===== config.mk =====
export PLATFORM = sky130hd
export DESIGN_NAME = layered_circle_pixel_shader
export DESIGN_NICKNAME = d
export VERILOG_FILES = /design/src/lcps_pkg.sv /design/src/lcps_sq_unit.sv /design/src/lcps_circle_table.sv /design/src/layered_circle_pixel_shader.sv
export VERILOG_INCLUDE_DIRS = /design/src /design/src/src
export SDC_FILE = /design/constraint.sdc
export NUM_CORES = 2
export LEC_CHECK = 0
export ABC_CLOCK_PERIOD_IN_PS = 37100
export BUFFER_PORTS_ARGS = -buffer_cell sky130_fd_sc_hd__buf_2
export CAP_MARGIN = 20
export CORE_MARGIN = 3
export CORE_UTILIZATION = 62
export CTS_CLUSTER_DIAMETER = 100
export DETAILED_ROUTE_END_ITERATION = 8
export PLACE_DENSITY = 0.78
export SYNTH_ARGS = -nofsm -noshare
export SYNTH_HDL_FRONTEND = slang
export SYNTH_SLANG_ARGS = --single-unit

===== constraint.sdc =====
create_clock -name aclk -period 37.1 [get_ports aclk]
set_input_delay 5.565 -clock aclk [delete_from_list [all_inputs] [get_ports aclk]]
set_output_delay 5.565 -clock aclk [all_outputs]
set_load 0.02 [all_outputs]

===== src/assert_macros.svh =====
// Assertion macros shared by the RTL of the circle pixel shader.
`ifndef ASSERT_MACROS_SVH
`define ASSERT_MACROS_SVH

`ifndef ASSERT_OFF

// Property checked on every rising edge of aclk, off while in reset
`define ASSERT_CLK(lbl, prop, msg) \
    lbl: assert property (@(posedge aclk) disable iff (!aresetn) prop) else $error(msg);

// Condition that must never be seen on a rising edge of aclk
`define ASSERT_NEVER(lbl, cond, msg) \
    lbl: assert property (@(posedge aclk) disable iff (!aresetn) !(cond)) else $error(msg);

`else

`define ASSERT_CLK(lbl, prop, msg)
`define ASSERT_NEVER(lbl, cond, msg)

`endif

`endif


===== src/lcps_pkg.sv =====
// Types and constants of the layered circle pixel shader.
package lcps_pkg;

    // Field widths
    localparam int FUNC_W   = 2;
    localparam int LETTER_W = 8;
    localparam int COORD_W  = 20;
    localparam int RAD_W    = 19;
    localparam int PAINT_W  = 8;
    localparam int PIX_W    = 9;
    localparam int FRAC_W   = 8;
    localparam int STATUS_W = 2;
    localparam int S_DATA_W = 96;
    localparam int M_DATA_W = 16;

    // Squaring datapath: operand covers pixel minus center and the radius terms
    localparam int OPD_W = 21;
    localparam int SQ_W  = 2 * OPD_W;
    localparam int SUM_W = SQ_W + 1;
    localparam int R2_W  = 2 * RAD_W;

    localparam logic [LETTER_W-1:0] LETTER_FILLED  = 8'h43;
    localparam logic [LETTER_W-1:0] LETTER_OUTLINE = 8'h63;
    localparam logic signed [OPD_W-1:0] ONE_UNIT   = 21'sd256;
    localparam logic [RAD_W-1:0] THIN_LIMIT        = 19'd256;
    localparam logic [PAINT_W-1:0] BG_RESET        = 8'd32;

    typedef enum logic [FUNC_W-1:0] {
        FUNC_CLEAR = 2'd0,
        FUNC_ADD   = 2'd1,
        FUNC_QUERY = 2'd2,
        FUNC_NONE  = 2'd3
    } func_t;

    typedef enum logic [STATUS_W-1:0] {
        ST_OK         = 2'd0,
        ST_BAD_LETTER = 2'd1,
        ST_BAD_VALUE  = 2'd2,
        ST_FULL       = 2'd3
    } status_t;

    // One stored circle, squares precomputed at load
    typedef struct packed {
        logic [COORD_W-1:0] cx;
        logic [COORD_W-1:0] cy;
        logic [R2_W-1:0]    r2;
        logic [R2_W-1:0]    inner2;
        logic               thin;
        logic               filled;
        logic [PAINT_W-1:0] paint;
    } circle_t;

    // Control of the shared squaring unit
    typedef struct packed {
        logic valid;
        logic acc;
    } sq_ctrl_t;

endpackage


===== src/lcps_sq_unit.sv =====
// Shared square and accumulate unit: one multiplier, one adder.
module lcps_sq_unit (
    input  logic                                 aclk,
    input  logic                                 aresetn,
    input  lcps_pkg::sq_ctrl_t                   ctrl,
    input  logic signed [lcps_pkg::OPD_W-1:0]    opd,
    output logic [lcps_pkg::SUM_W-1:0]           sum
);
    import lcps_pkg::*;

    logic signed [SQ_W-1:0] prod_s;
    logic [SQ_W-1:0]        prod_reg;
    logic                   en_reg;
    logic                   hold_reg;
    logic [SUM_W-1:0]       sum_reg;

    assign prod_s = SQ_W'(opd) * SQ_W'(opd);

    // Stage 1: square; stage 2: add into or replace the sum
    always_ff @(posedge aclk) begin
        if (!aresetn) begin
            en_reg   <= 1'b0;
            hold_reg <= 1'b0;
        end else begin
            en_reg   <= ctrl.valid;
            hold_reg <= ctrl.acc;
        end
        prod_reg <= unsigned'(prod_s);
        if (en_reg) begin
            sum_reg <= (hold_reg ? sum_reg : '0) + {1'b0, prod_reg};
        end
    end

    assign sum = sum_reg;

endmodule


===== src/lcps_circle_table.sv =====
// Circle table: one write port, one registered read port.
module lcps_circle_table #(
    parameter int MAX_CIRCLES = 16,
    parameter int IDX_W       = 4
) (
    input  logic                  aclk,
    input  logic                  wr_en,
    input  logic [IDX_W-1:0]      wr_addr,
    input  lcps_pkg::circle_t     wr_data,
    input  logic                  rd_en,
    input  logic [IDX_W-1:0]      rd_addr,
    output lcps_pkg::circle_t     rd_data
);
    import lcps_pkg::*;

    circle_t mem_reg [MAX_CIRCLES];
    circle_t rd_data_reg;

    always_ff @(posedge aclk) begin
        if (wr_en) begin
            mem_reg[wr_addr] <= wr_data;
        end
    end

    always_ff @(posedge aclk) begin
        if (rd_en) begin
            rd_data_reg <= mem_reg[rd_addr];
        end
    end

    assign rd_data = rd_data_reg;

endmodule


===== src/layered_circle_pixel_shader.sv =====
// Top level of the layered circle pixel shader: sequencer and I/O registers.
//
//  channel   dir  handshake            word
//  s_        in   s_tvalid/s_tready    func, letter, center, radius, paint, pixel
//  m_        out  m_tvalid/m_tready    pixel_char, status
//  cfg_      in   cfg_we               background byte
//
// One word at a time; s_tready is high only while the sequencer is idle.
// A clear, an unused func, a rejected add, or an off-canvas or empty-table query goes
// straight to the result; an accepted add first squares radius and inner radius on the
// shared unit; a query steps through every stored circle, and each circle needs dx and
// dy squared on the one multiplier and a table read.
// Reset (aresetn, synchronous) empties the table and sets background to 32.
// A result waits in the output register; a stalled m_ side holds the sequencer.
module layered_circle_pixel_shader #(
    parameter int MAX_CIRCLES = 16,
    parameter int MAX_SIDE    = 512
) (
    input  logic                           aclk,
    input  logic                           aresetn,
    // func, shape_letter, center_x, center_y, radius, paint, pixel_x, pixel_y
    input  logic [lcps_pkg::S_DATA_W-1:0]  s_tdata,
    input  logic                           s_tvalid,
    output logic                           s_tready,
    // pixel_char, status
    output logic [lcps_pkg::M_DATA_W-1:0]  m_tdata,
    output logic                           m_tvalid,
    input  logic                           m_tready,
    input  logic                           cfg_we,
    input  logic [lcps_pkg::PAINT_W-1:0]   cfg_wdata
);
    import lcps_pkg::*;

    localparam int CNT_W = $clog2(MAX_CIRCLES + 1);
    localparam int IDX_W = (MAX_CIRCLES > 1) ? $clog2(MAX_CIRCLES) : 1;

    typedef enum logic [10:0] {
        S_IDLE  = 11'b000_0000_0001,
        S_LD_R  = 11'b000_0000_0010,
        S_LD_I  = 11'b000_0000_0100,
        S_LD_W1 = 11'b000_0000_1000,
        S_LD_W2 = 11'b000_0001_0000,
        S_Q_RD  = 11'b000_0010_0000,
        S_Q_DX  = 11'b000_0100_0000,
        S_Q_DY  = 11'b000_1000_0000,
        S_Q_ACC = 11'b001_0000_0000,
        S_Q_CMP = 11'b010_0000_0000,
        S_DONE  = 11'b100_0000_0000
    } state_t;

    state_t state_reg, state_next;

    // Input word fields
    logic [FUNC_W-1:0]   in_func;
    logic [LETTER_W-1:0] in_letter;
    logic [COORD_W-1:0]  in_cx;
    logic [COORD_W-1:0]  in_cy;
    logic [RAD_W-1:0]    in_rad;
    logic [PAINT_W-1:0]  in_paint;
    logic [PIX_W-1:0]    in_px;
    logic [PIX_W-1:0]    in_py;

    assign in_func   = s_tdata[1:0];
    assign in_letter = s_tdata[9:2];
    assign in_cx     = s_tdata[29:10];
    assign in_cy     = s_tdata[49:30];
    assign in_rad    = s_tdata[68:50];
    assign in_paint  = s_tdata[76:69];
    assign in_px     = s_tdata[85:77];
    assign in_py     = s_tdata[94:86];

    // Payload registers
    logic [COORD_W-1:0]  cx_reg;
    logic [COORD_W-1:0]  cy_reg;
    logic [RAD_W-1:0]    rad_reg;
    logic [PAINT_W-1:0]  paint_reg;
    logic                filled_reg;
    logic [PIX_W-1:0]    px_reg;
    logic [PIX_W-1:0]    py_reg;
    logic [R2_W-1:0]     r2_reg;
    logic [PAINT_W-1:0]  pix_reg, pix_next;
    status_t             status_reg, status_next;
    logic [M_DATA_W-1:0] m_tdata_reg, m_tdata_next;

    // Control registers
    logic [CNT_W-1:0]    count_reg, count_next;
    logic [IDX_W-1:0]    idx_reg, idx_next;
    logic [PAINT_W-1:0]  bg_reg;
    logic                m_tvalid_reg, m_tvalid_next;

    logic s_acc;
    logic out_free;
    logic full;
    logic in_canvas;
    logic last_circle;
    logic covers;

    // Status field of the word on the m_ side
    status_t m_status;

    circle_t tbl_rd;
    circle_t tbl_wr;
    logic    tbl_we;
    logic    tbl_re;

    sq_ctrl_t                 sq_ctrl;
    logic signed [OPD_W-1:0]  sq_opd;
    logic [SUM_W-1:0]         sq_sum;

    logic signed [OPD_W-1:0]  px_s, py_s, cx_s, cy_s, rad_s;

    assign s_tready  = (state_reg == S_IDLE);
    assign s_acc     = s_tvalid && s_tready;
    assign out_free  = !m_tvalid_reg || m_tready;
    assign full      = (count_reg == CNT_W'(MAX_CIRCLES));
    assign in_canvas = (32'(in_px) < MAX_SIDE) && (32'(in_py) < MAX_SIDE);
    assign last_circle = ((CNT_W'(idx_reg) + CNT_W'(1)) == count_reg);

    // Operands in units of 1/256
    assign px_s  = $signed({{(OPD_W-PIX_W-FRAC_W){1'b0}}, px_reg, {FRAC_W{1'b0}}});
    assign py_s  = $signed({{(OPD_W-PIX_W-FRAC_W){1'b0}}, py_reg, {FRAC_W{1'b0}}});
    assign cx_s  = $signed({{(OPD_W-COORD_W){tbl_rd.cx[COORD_W-1]}}, tbl_rd.cx});
    assign cy_s  = $signed({{(OPD_W-COORD_W){tbl_rd.cy[COORD_W-1]}}, tbl_rd.cy});
    assign rad_s = $signed({{(OPD_W-RAD_W){1'b0}}, rad_reg});

    // Coverage test on the finished squared distance
    always_comb begin
        if (sq_sum > {{(SUM_W-R2_W){1'b0}}, tbl_rd.r2}) begin
            covers = 1'b0;
        end else if (tbl_rd.filled || tbl_rd.thin) begin
            covers = 1'b1;
        end else begin
            covers = (sq_sum > {{(SUM_W-R2_W){1'b0}}, tbl_rd.inner2});
        end
    end

    // Squaring unit operand select
    always_comb begin
        sq_ctrl = '0;
        sq_opd  = '0;
        unique case (state_reg)
            S_LD_R: begin
                sq_ctrl = '{valid: 1'b1, acc: 1'b0};
                sq_opd  = rad_s;
            end
            S_LD_I: begin
                sq_ctrl = '{valid: 1'b1, acc: 1'b0};
                sq_opd  = rad_s - ONE_UNIT;
            end
            S_Q_DX: begin
                sq_ctrl = '{valid: 1'b1, acc: 1'b0};
                sq_opd  = px_s - cx_s;
            end
            S_Q_DY: begin
                sq_ctrl = '{valid: 1'b1, acc: 1'b1};
                sq_opd  = py_s - cy_s;
            end
            default: begin
                sq_ctrl = '0;
                sq_opd  = '0;
            end
        endcase
    end

    // Table write on the last load step
    assign tbl_we = (state_reg == S_LD_W2);
    assign tbl_re = (state_reg == S_Q_RD);
    assign tbl_wr = '{cx: cx_reg, cy: cy_reg, r2: r2_reg, inner2: sq_sum[R2_W-1:0],
                      thin: (rad_reg < THIN_LIMIT), filled: filled_reg, paint: paint_reg};

    // Sequencer
    always_comb begin
        state_next    = state_reg;
        count_next    = count_reg;
        idx_next      = idx_reg;
        pix_next      = pix_reg;
        status_next   = status_reg;
        m_tvalid_next = m_tvalid_reg && !m_tready;
        m_tdata_next  = m_tdata_reg;
        unique case (state_reg)
            S_IDLE: begin
                if (s_acc) begin
                    pix_next    = '0;
                    status_next = ST_OK;
                    state_next  = S_DONE;
                    unique case (func_t'(in_func))
                        FUNC_CLEAR: count_next = '0;
                        FUNC_ADD: begin
                            if (in_letter != LETTER_FILLED && in_letter != LETTER_OUTLINE) begin
                                status_next = ST_BAD_LETTER;
                            end else if (in_rad == '0 || in_paint == '0) begin
                                status_next = ST_BAD_VALUE;
                            end else if (full) begin
                                status_next = ST_FULL;
                            end else begin
                                state_next = S_LD_R;
                            end
                        end
                        FUNC_QUERY: begin
                            pix_next = bg_reg;
                            idx_next = '0;
                            if (in_canvas && count_reg != '0) begin
                                state_next = S_Q_RD;
                            end
                        end
                        FUNC_NONE: ;
                        default: ;
                    endcase
                end
            end
            S_LD_R:  state_next = S_LD_I;
            S_LD_I:  state_next = S_LD_W1;
            S_LD_W1: state_next = S_LD_W2;
            S_LD_W2: begin
                count_next = count_reg + CNT_W'(1);
                state_next = S_DONE;
            end
            S_Q_RD:  state_next = S_Q_DX;
            S_Q_DX:  state_next = S_Q_DY;
            S_Q_DY:  state_next = S_Q_ACC;
            S_Q_ACC: state_next = S_Q_CMP;
            S_Q_CMP: begin
                if (covers) begin
                    pix_next = tbl_rd.paint;
                end
                if (last_circle) begin
                    state_next = S_DONE;
                end else begin
                    idx_next   = idx_reg + IDX_W'(1);
                    state_next = S_Q_RD;
                end
            end
            S_DONE: begin
                if (out_free) begin
                    m_tvalid_next = 1'b1;
                    m_tdata_next  = {{(M_DATA_W-PAINT_W-STATUS_W){1'b0}}, status_reg, pix_reg};
                    state_next    = S_IDLE;
                end
            end
            default: state_next = S_IDLE;
        endcase
    end

    always_ff @(posedge aclk) begin
        if (!aresetn) begin
            state_reg    <= S_IDLE;
            count_reg    <= '0;
            idx_reg      <= '0;
            m_tvalid_reg <= 1'b0;
            bg_reg       <= BG_RESET;
        end else begin
            state_reg    <= state_next;
            count_reg    <= count_next;
            idx_reg      <= idx_next;
            m_tvalid_reg <= m_tvalid_next;
            if (cfg_we) begin
                bg_reg <= cfg_wdata;
            end
        end
    end

    // Payload capture
    always_ff @(posedge aclk) begin
        if (s_acc) begin
            cx_reg     <= in_cx;
            cy_reg     <= in_cy;
            rad_reg    <= in_rad;
            paint_reg  <= in_paint;
            filled_reg <= (in_letter == LETTER_FILLED);
            px_reg     <= in_px;
            py_reg     <= in_py;
        end
        if (state_reg == S_LD_W1) begin
            r2_reg <= sq_sum[R2_W-1:0];
        end
        pix_reg     <= pix_next;
        status_reg  <= status_next;
        m_tdata_reg <= m_tdata_next;
    end

    assign m_tvalid = m_tvalid_reg;
    assign m_tdata  = m_tdata_reg;
    assign m_status = status_t'(m_tdata_reg[PAINT_W+STATUS_W-1:PAINT_W]);

    lcps_sq_unit u_sq (
        .aclk    (aclk),
        .aresetn (aresetn),
        .ctrl    (sq_ctrl),
        .opd     (sq_opd),
        .sum     (sq_sum)
    );

    lcps_circle_table #(
        .MAX_CIRCLES (MAX_CIRCLES),
        .IDX_W       (IDX_W)
    ) u_table (
        .aclk    (aclk),
        .wr_en   (tbl_we),
        .wr_addr (count_reg[IDX_W-1:0]),
        .wr_data (tbl_wr),
        .rd_en   (tbl_re),
        .rd_addr (idx_reg),
        .rd_data (tbl_rd)
    );

    // Checks
`include "assert_macros.svh"

    `ASSERT_NEVER(a_count_range, count_reg > CNT_W'(MAX_CIRCLES), "count over table size")
    `ASSERT_CLK(a_idx_range, state_reg == S_Q_CMP |-> CNT_W'(idx_reg) < count_reg, "idx past count")
    `ASSERT_CLK(a_load, state_reg == S_LD_W2 |=> count_reg == $past(count_reg) + CNT_W'(1), "no add")
    `ASSERT_CLK(a_err_no_pix, m_tvalid && m_status != ST_OK |-> m_tdata[7:0] == '0, "pix on reject")

endmodule

======== Yosys cells after proc, flatten, opt, wreduce, memory -nomap -nowiden ========
Memory sizes are Yosys's and may differ from the RTL's. A register that Yosys moved wholly into a read port is not among the register bits.
Index checks and enable logic that the tools add are counted.
storage, ports and cells
  memory bits (writable) .................. 2016
  memories ................................ 1
  output and inout bits ................... 18
  word-level logic and storage cells ...... 112
  input bits .............................. 109
  bits in registers ....................... 260
memories
  name             depth  bits a word  read ports  clocked after memory_dff  wr ports  line                     text
  u_table.mem_reg  16     126          1           1                         1         lcps_circle_table.sv:16  circle_t mem_reg [MAX_CIRCLES];
operators by class
  bitwise gates (word level) .............. 1
  eq/ne operators ......................... 24
  multiply operators ...................... 1
  order comparisons ....................... 3
  multiplexer cells ....................... 32
  reduce and logical (&&, ||, !) cells .... 22
  $add $sub $neg .......................... 7
operators by type and width
  kind                   number
  $pmux 11 s11           1
  $gt 43x38->1           2
  $pmux 21 s4            1
  $mux 11                7
  $add 43x42->43         1
  $mux 43                1
  $mul 21x21->42         1
  $sub 18x20->21         2
  $mux 8                 3
  $pmux 11 s2            1
  $sub 19x9->20 const B  1
  $logic_not 19->1       1
  $lt 19x9->1 const B    1
  $ne 8x7->1 const B     2
  $pmux 8 s2             1
  $mux 4                 3
  $eq 11x1->1 const B    1
  $eq 11x10->1 const B   1
  $eq 11x11->1 const B   1
  $eq 11x2->1 const B    1
  $eq 11x3->1 const B    1
  $eq 11x4->1 const B    1
  $eq 11x5->1 const B    1
  $eq 11x6->1 const B    1
  32 further kinds       53

======== Depth between registers and ports, before layout ========
  word-level depth ........................ 7
  mapped depth ............................ 37
  gate-level depth less buffers ........... 35

======== Hierarchy ========
A second synthesis with hierarchy kept.
second synthesis, totals
  cells, all modules ...................... 6355
  area, all modules ....................... 109426.2 µm²
modules (own cells, without submodules)
  module                       cells each  instances  sequential area each (µm²)  area an instance (µm²)
  lcps_circle_table            3304        1          64321.7                     79487.5
  lcps_sq_unit                 2101        1          2152.1                      19856.5
  layered_circle_pixel_shader  950         1          4904.7                      10082.2

======== Least setup slack after synthesis ========
Ideal clock, no wire load.
  path kind ............................... flip-flop to flip-flop
  from .................................... reg state_reg[7]
  to ...................................... reg state_reg[6]
  stages on the path, launching flop included .. 6
  period minus slack after synthesis ...... 14.829 ns
  setup time .............................. 0.132 ns
  data arrival time ....................... 14.697 ns
  buffers on the path ..................... 1
  data required time ...................... 36.968 ns
  setup slack ............................. 22.271 ns
  path through ............................ dfxtp_1 > buf_2 > nor4_1 > nand3_1 > nor4b_1 > and2_1
on the way
  longest elaborated chain between the ends .. 4
  elaborated cells on any way between the ends .. 16
RTL lines
  element                            line                                                                    text
  start: declaration                 layered_circle_pixel_shader.sv:51                                       state_t state_reg, state_next;
  start signal: assignment           layered_circle_pixel_shader.sv:252                                      state_reg <= state_next;
  $eq 11x1->1                        layered_circle_pixel_shader.sv:112, layered_circle_pixel_shader.sv:180
  $logic_and 1x1->1                  layered_circle_pixel_shader.sv:113                                      assign s_acc = s_tvalid && s_tready;
  $ne 2x1->1 (no source line)        n/a
  $reduce_and 2->1 (no source line)  n/a
Several ways; a longest one is shown, not always the timed one.
A chain may end at the register's enable or synchronous reset.

======== Final worst setup path ========
  from .................................... reg px_reg[0]
  to ...................................... reg u_sq.prod_reg[41]
on the way
  longest elaborated chain between the ends .. 3
RTL lines
  element                   line                                text
  start: declaration        layered_circle_pixel_shader.sv:78   logic [PIX_W-1:0] px_reg;
  start signal: assignment  layered_circle_pixel_shader.sv:270  px_reg <= in_px;
  $sub 18x20->21            layered_circle_pixel_shader.sv:152  sq_opd = px_s - cx_s;
  $pmux 21 s4               layered_circle_pixel_shader.sv:141  unique case (state_reg)
  $mul 21x21->42            lcps_sq_unit.sv:17                  assign prod_s = SQ_W'(opd) * SQ_W'(opd);
  via u_sq.prod_s[41]       lcps_sq_unit.sv:11                  logic signed [SQ_W-1:0] prod_s;
  end signal: assignment    lcps_sq_unit.sv:28                  prod_reg <= unsigned'(prod_s);
  end: declaration          lcps_sq_unit.sv:12                  logic [SQ_W-1:0] prod_reg;
The timed path passes the listed nets, and every way through them passes these cells.

==> Implementation_results.wiki <==
{| class="wikitable"
! Metric !! Value
|-
| Crit-path max cell delay || 0.73 ns
|-
| Xor/xnor share of the synthesized area || 1.02%
|-
| Setup Skew || 0.0407 ns
|-
| H-tree Lvls || 4
|-
| Min cycle time layout || 10.09 ns
|-
| Share of cells above drive strength 1 || 19.9%
|-
| Mean number of vias per cell || 6.63
|-
| Hold-critical path depth || 0
|-
| Fraction of synthesized area in multiplexers || 13.1%
|-
| Congestion Overflow GR || 0
|-
| Synthesized-area fraction occupied by ao, oa, aoi and oai cells || 2.69%
|-
| Start-to-end type of the worst setup path || reg2reg
|-
| Run status || complete, no violations
|-
| RSZ-0062 raised after global routing || no
|-
| Fmax || 0.0991 GHz
|-
| Maximum number of pins on one net before global-route repair || 154
|-
| Placed standard-cell area || 112000 um^2
|-
| Final RePlAce weighted congestion || 0.886
|-
| Minimum hold slack || 0.425 ns
|-
| Met1 track demand over resource || 42.8%
|-
| Hold violation count in the final report || 0
|-
| CP startpoint kind || flip-flop
|-
| Adder-Cell Fraction of Synth Area || 10.8%
|-
| Total leakage power || 41.9 nW
|-
| Number of synthesized flops with an enable pin || 2329
|-
| Die width || 424 um
|-
| FF-to-FF End || u_sq.prod_reg[41]
|-
| Number of remaining DRC errors || 0
|-
| Least-Margin Pin Slew || 1.40 ns
|-
| Average routed wire per standard cell || 31.1 um
|-
| Reg-to-Reg Start || px_reg[0]
|-
| Die span in y || 424 um
|-
| Required time at the endpoint of the critical path || 37.82 ns
|-
| Grt met3 use || 5.83%
|-
| Io pins || 127
|-
| Post-synthesis sequential area ratio || 65.9%
|-
| Total number of yosys warnings || 0
|-
| Largest fanout on the critical path || 25
|-
| Final total negative setup slack || 0 ns
|-
| Row cnt || 152
|-
| Clock tree sinks || 2401
|-
| Register bit total from synthesis || 2401
|-
| Simple-gate portion of the synthesized area || 3.54%
|-
| Clock-pin slew on the worst setup and hold paths || 0.07 ns
|-
| Critical path data arrival time || 10.82 ns
|-
| DP Wirelength || 142 mm
|-
| Capture point of the worst path || u_sq.prod_reg[41]
|-
| Cell repeated most along the worst path || fa_1
|-
| Peak VDD IR || 52.0 uV
|-
| Count of mapped cells out of synthesis || 5896
|-
| Multi-input combinational cell area || 33900 um^2
|-
| Antenna-violating nets left || 0
|-
| Total setup violations reported at the end of the flow || 0
|-
| Count of routing violations after the opening detailed-route iteration || 6951
|-
| Met2 layer usage reported by global route || 48.5%
|-
| Num CTS Buffers || 220
|-
| Number of maximum-capacitance constraint violations || 0
|-
| Die area || 180000 um^2
|-
| Distinct cell type count of the synthesized netlist || 88
|-
| Relative area change from synthesis to final layout || 10.3%
|-
| Std-Cell Core Area || 173000 um^2
|-
| Wire length of the first global-routing pass || 398 mm
|-
| Area taken by flip-flops and latches || 71400 um^2
|-
| Path type of the worst min-delay path || reg2reg
|-
| Summed area of non-filler cells in the final layout || 120000 um^2
|-
| Launching instance or port of the critical path || px_reg[0]
|-
| Post-detailed-routing wire length || 269 mm
|-
| Filler Cell Count || 10395
|-
| Max-slew violation total from the final report || 0
|-
| Router iterations before antenna repair || 5
|-
| Primary FF master, synth || edfxtp_1
|-
| Maximum count of clock buffers along a single path || 3
|-
| Combinational family with the most area after synthesis || multiplexers
|-
| CTS tree || yes
|-
| Final critical-path setup slack || 27.01 ns
|-
| Power density over cell area || 44.5 nW/um^2
|-
| Number of buffers added to fix hold violations after cts || 0
|-
| Global-route layer with the greatest usage || met2
|-
| FFs w/ async S/R, synth || 0%
|-
| Crit path capture type || flip-flop
|-
| Crit share post-route || 27.2%
|-
| Total via count in the routed design || 57485
|-
| Synthesized area || 108000 um^2
|-
| Clock network latency to the later pin of the worst-skew pair || 0.85 ns
|-
| Global routing usage summed across all routing layers || 30.6%
|-
| R2R depth || 31
|-
| Post-CTS setup buffer count || 0
|-
| Number of nets in the final layout || 6948
|-
| Number of antenna violations at the first check in global routing || 17
|-
| Flip-flop count of the largest register, all copies and words added || 2016
|-
| PortBufs || 119
|-
| Cell at the slowest stage of the critical path || fa_1
|-
| Effective utilization at floorplan || 62.8%
|-
| Post-Route Utilization || 69.2%
|-
| Avg Inst Size Synth || 18.4 um^2
|-
| CTS Root Cell || clkbuf_16
|-
| Pre-CTS WS || 27.15 ns
|-
| Post-cts sizing count || 0
|-
| Vias in the first global route || 59356
|-
| Reg-to-reg slack, setup || 27.01 ns
|-
| Slew HR || 6.70%
|-
| Startpoint of the most critical hold path || pix_reg[0]
|}
[how the worst min path moves through the flow]
stage,endpoint,slack (ns)
after floorplan,m_tdata[0],0.40
after global placement,m_tdata[8],0.40
after detailed placement,m_tdata[4],0.41
after CTS,m_tdata[4],0.42
after global routing,m_tdata[0],0.43
final,m_tdata[0],0.43
[placed cells by master (no fill, tap or decap), types with 17 or more instances in the layout]
master and n:
mux4_2 623, clkinv_1 47, nor4_1 18, and2_1 107
buf_2 119, a21oi_1 119, edfxtp_1 2329, nor2_1 128
o21ai_0 82, a31oi_1 18, inv_1 613, clkinv_2 41
bufinv_16 23, ha_1 269, nor3_1 30, xnor2_1 81
o21bai_1 17, nand3_1 35, o21a_1 20, buf_4 112
a21o_1 70, mux2i_1 17, nand2_1 255, nand2b_1 24
clkbuf_16 224, a211oi_1 22, clkbuf_1 44, nand4_1 30
dfxtp_1 67, xor2_1 43, fa_1 415, nor2b_1 41
[cell usage after synthesis, types with 6 or more instances]
| cell type | count | share of area, % |
|---|---|---|
| a211oi_1 | 22 | 0.15 |
| a21o_1 | 70 | 0.48 |
| a21oi_1 | 119 | 0.55 |
| a221oi_1 | 8 | 0.065 |
| a22oi_1 | 7 | 0.048 |
| a31oi_1 | 18 | 0.10 |
| and2_1 | 108 | 0.62 |
| and3_1 | 13 | 0.075 |
| buf_1 | 32 | 0.11 |
| buf_2 | 24 | 0.11 |
| buf_4 | 9 | 0.062 |
| clkbuf_1 | 144 | 0.50 |
| dfxtp_1 | 72 | 1.3 |
| edfxtp_1 | 2329 | 65 |
| fa_1 | 415 | 7.7 |
| ha_1 | 269 | 3.1 |
| inv_1 | 613 | 2.1 |
| inv_2 | 11 | 0.038 |
| mux2i_1 | 17 | 0.16 |
| mux4_2 | 623 | 13 |
| nand2_1 | 255 | 0.88 |
| nand2b_1 | 24 | 0.14 |
| nand3_1 | 35 | 0.16 |
| nand4_1 | 30 | 0.17 |
| nor2_1 | 141 | 0.49 |
| nor2b_1 | 41 | 0.24 |
| nor3_1 | 34 | 0.16 |
| nor3b_1 | 6 | 0.042 |
| nor4_1 | 18 | 0.10 |
| o211ai_1 | 11 | 0.076 |
| o21a_1 | 20 | 0.14 |
| o21ai_0 | 84 | 0.39 |
| o21ai_1 | 6 | 0.028 |
| o21bai_1 | 17 | 0.12 |
| xnor2_1 | 81 | 0.65 |
| xor2_1 | 43 | 0.35 |
[per-stage QoR]
| stage | cells | power [mW] |
|---|---|---|
| final | 8664 | 5.32 |
| after global routing | 8657 | 5.44 |
| after CTS | 8650 | 5.34 |
| after detailed placement | 8241 | 3.09 |
| after global placement | 8241 | 3.09 |
| after floorplan | 5901 | 3.07 |
[logic make-up (layout without fill, tap and decap cells)]
family                   count (synthesis)  after routing
flip-flops                            2401           2401
buffers and inverters                  837           1278
AND/OR/NAND/NOR                        761            761
adder cells (fa/ha/maj)                684            684
multiplexers                           642            642
AO/OA/AOI/OAI                          445            445
XOR/XNOR                               125            125
other                                    1             18
[power by group]
part	switching [mW]	internal, mW
clock network	0.998	1.28
registers	0.0245	2.97
logic	0.0297	0.0145
[cell type report]
cell class | instances | area share [%]
clock inverter | 134 | 1.15
tap | 2310 | 2.42
antenna | 12 | 0.0251
inverter | 625 | 1.97
clock buffer | 275 | 4.91
multi-input combinational | 2663 | 28.4
sequential | 2401 | 59.7
timing repair buffer | 244 | 1.41
[worst max-delay path: cells and delay by family, from the launching register on]
family,cells,cell delay (ns)
fa+ha+maj,9,4.69
compound gates,9,2.25
simple gates,5,1.23
buf+inv,7,1.18
flops,1,0.39
mux,1,0.20
[per-layer routing]
layer	vias up	wire [um]
met2	3745	132000
met1	30008	98500
met3	654	27300
li1	23074	-
met5	-	27
met4	4	11100
Note: power is estimated with default switching activity, not from simulation.
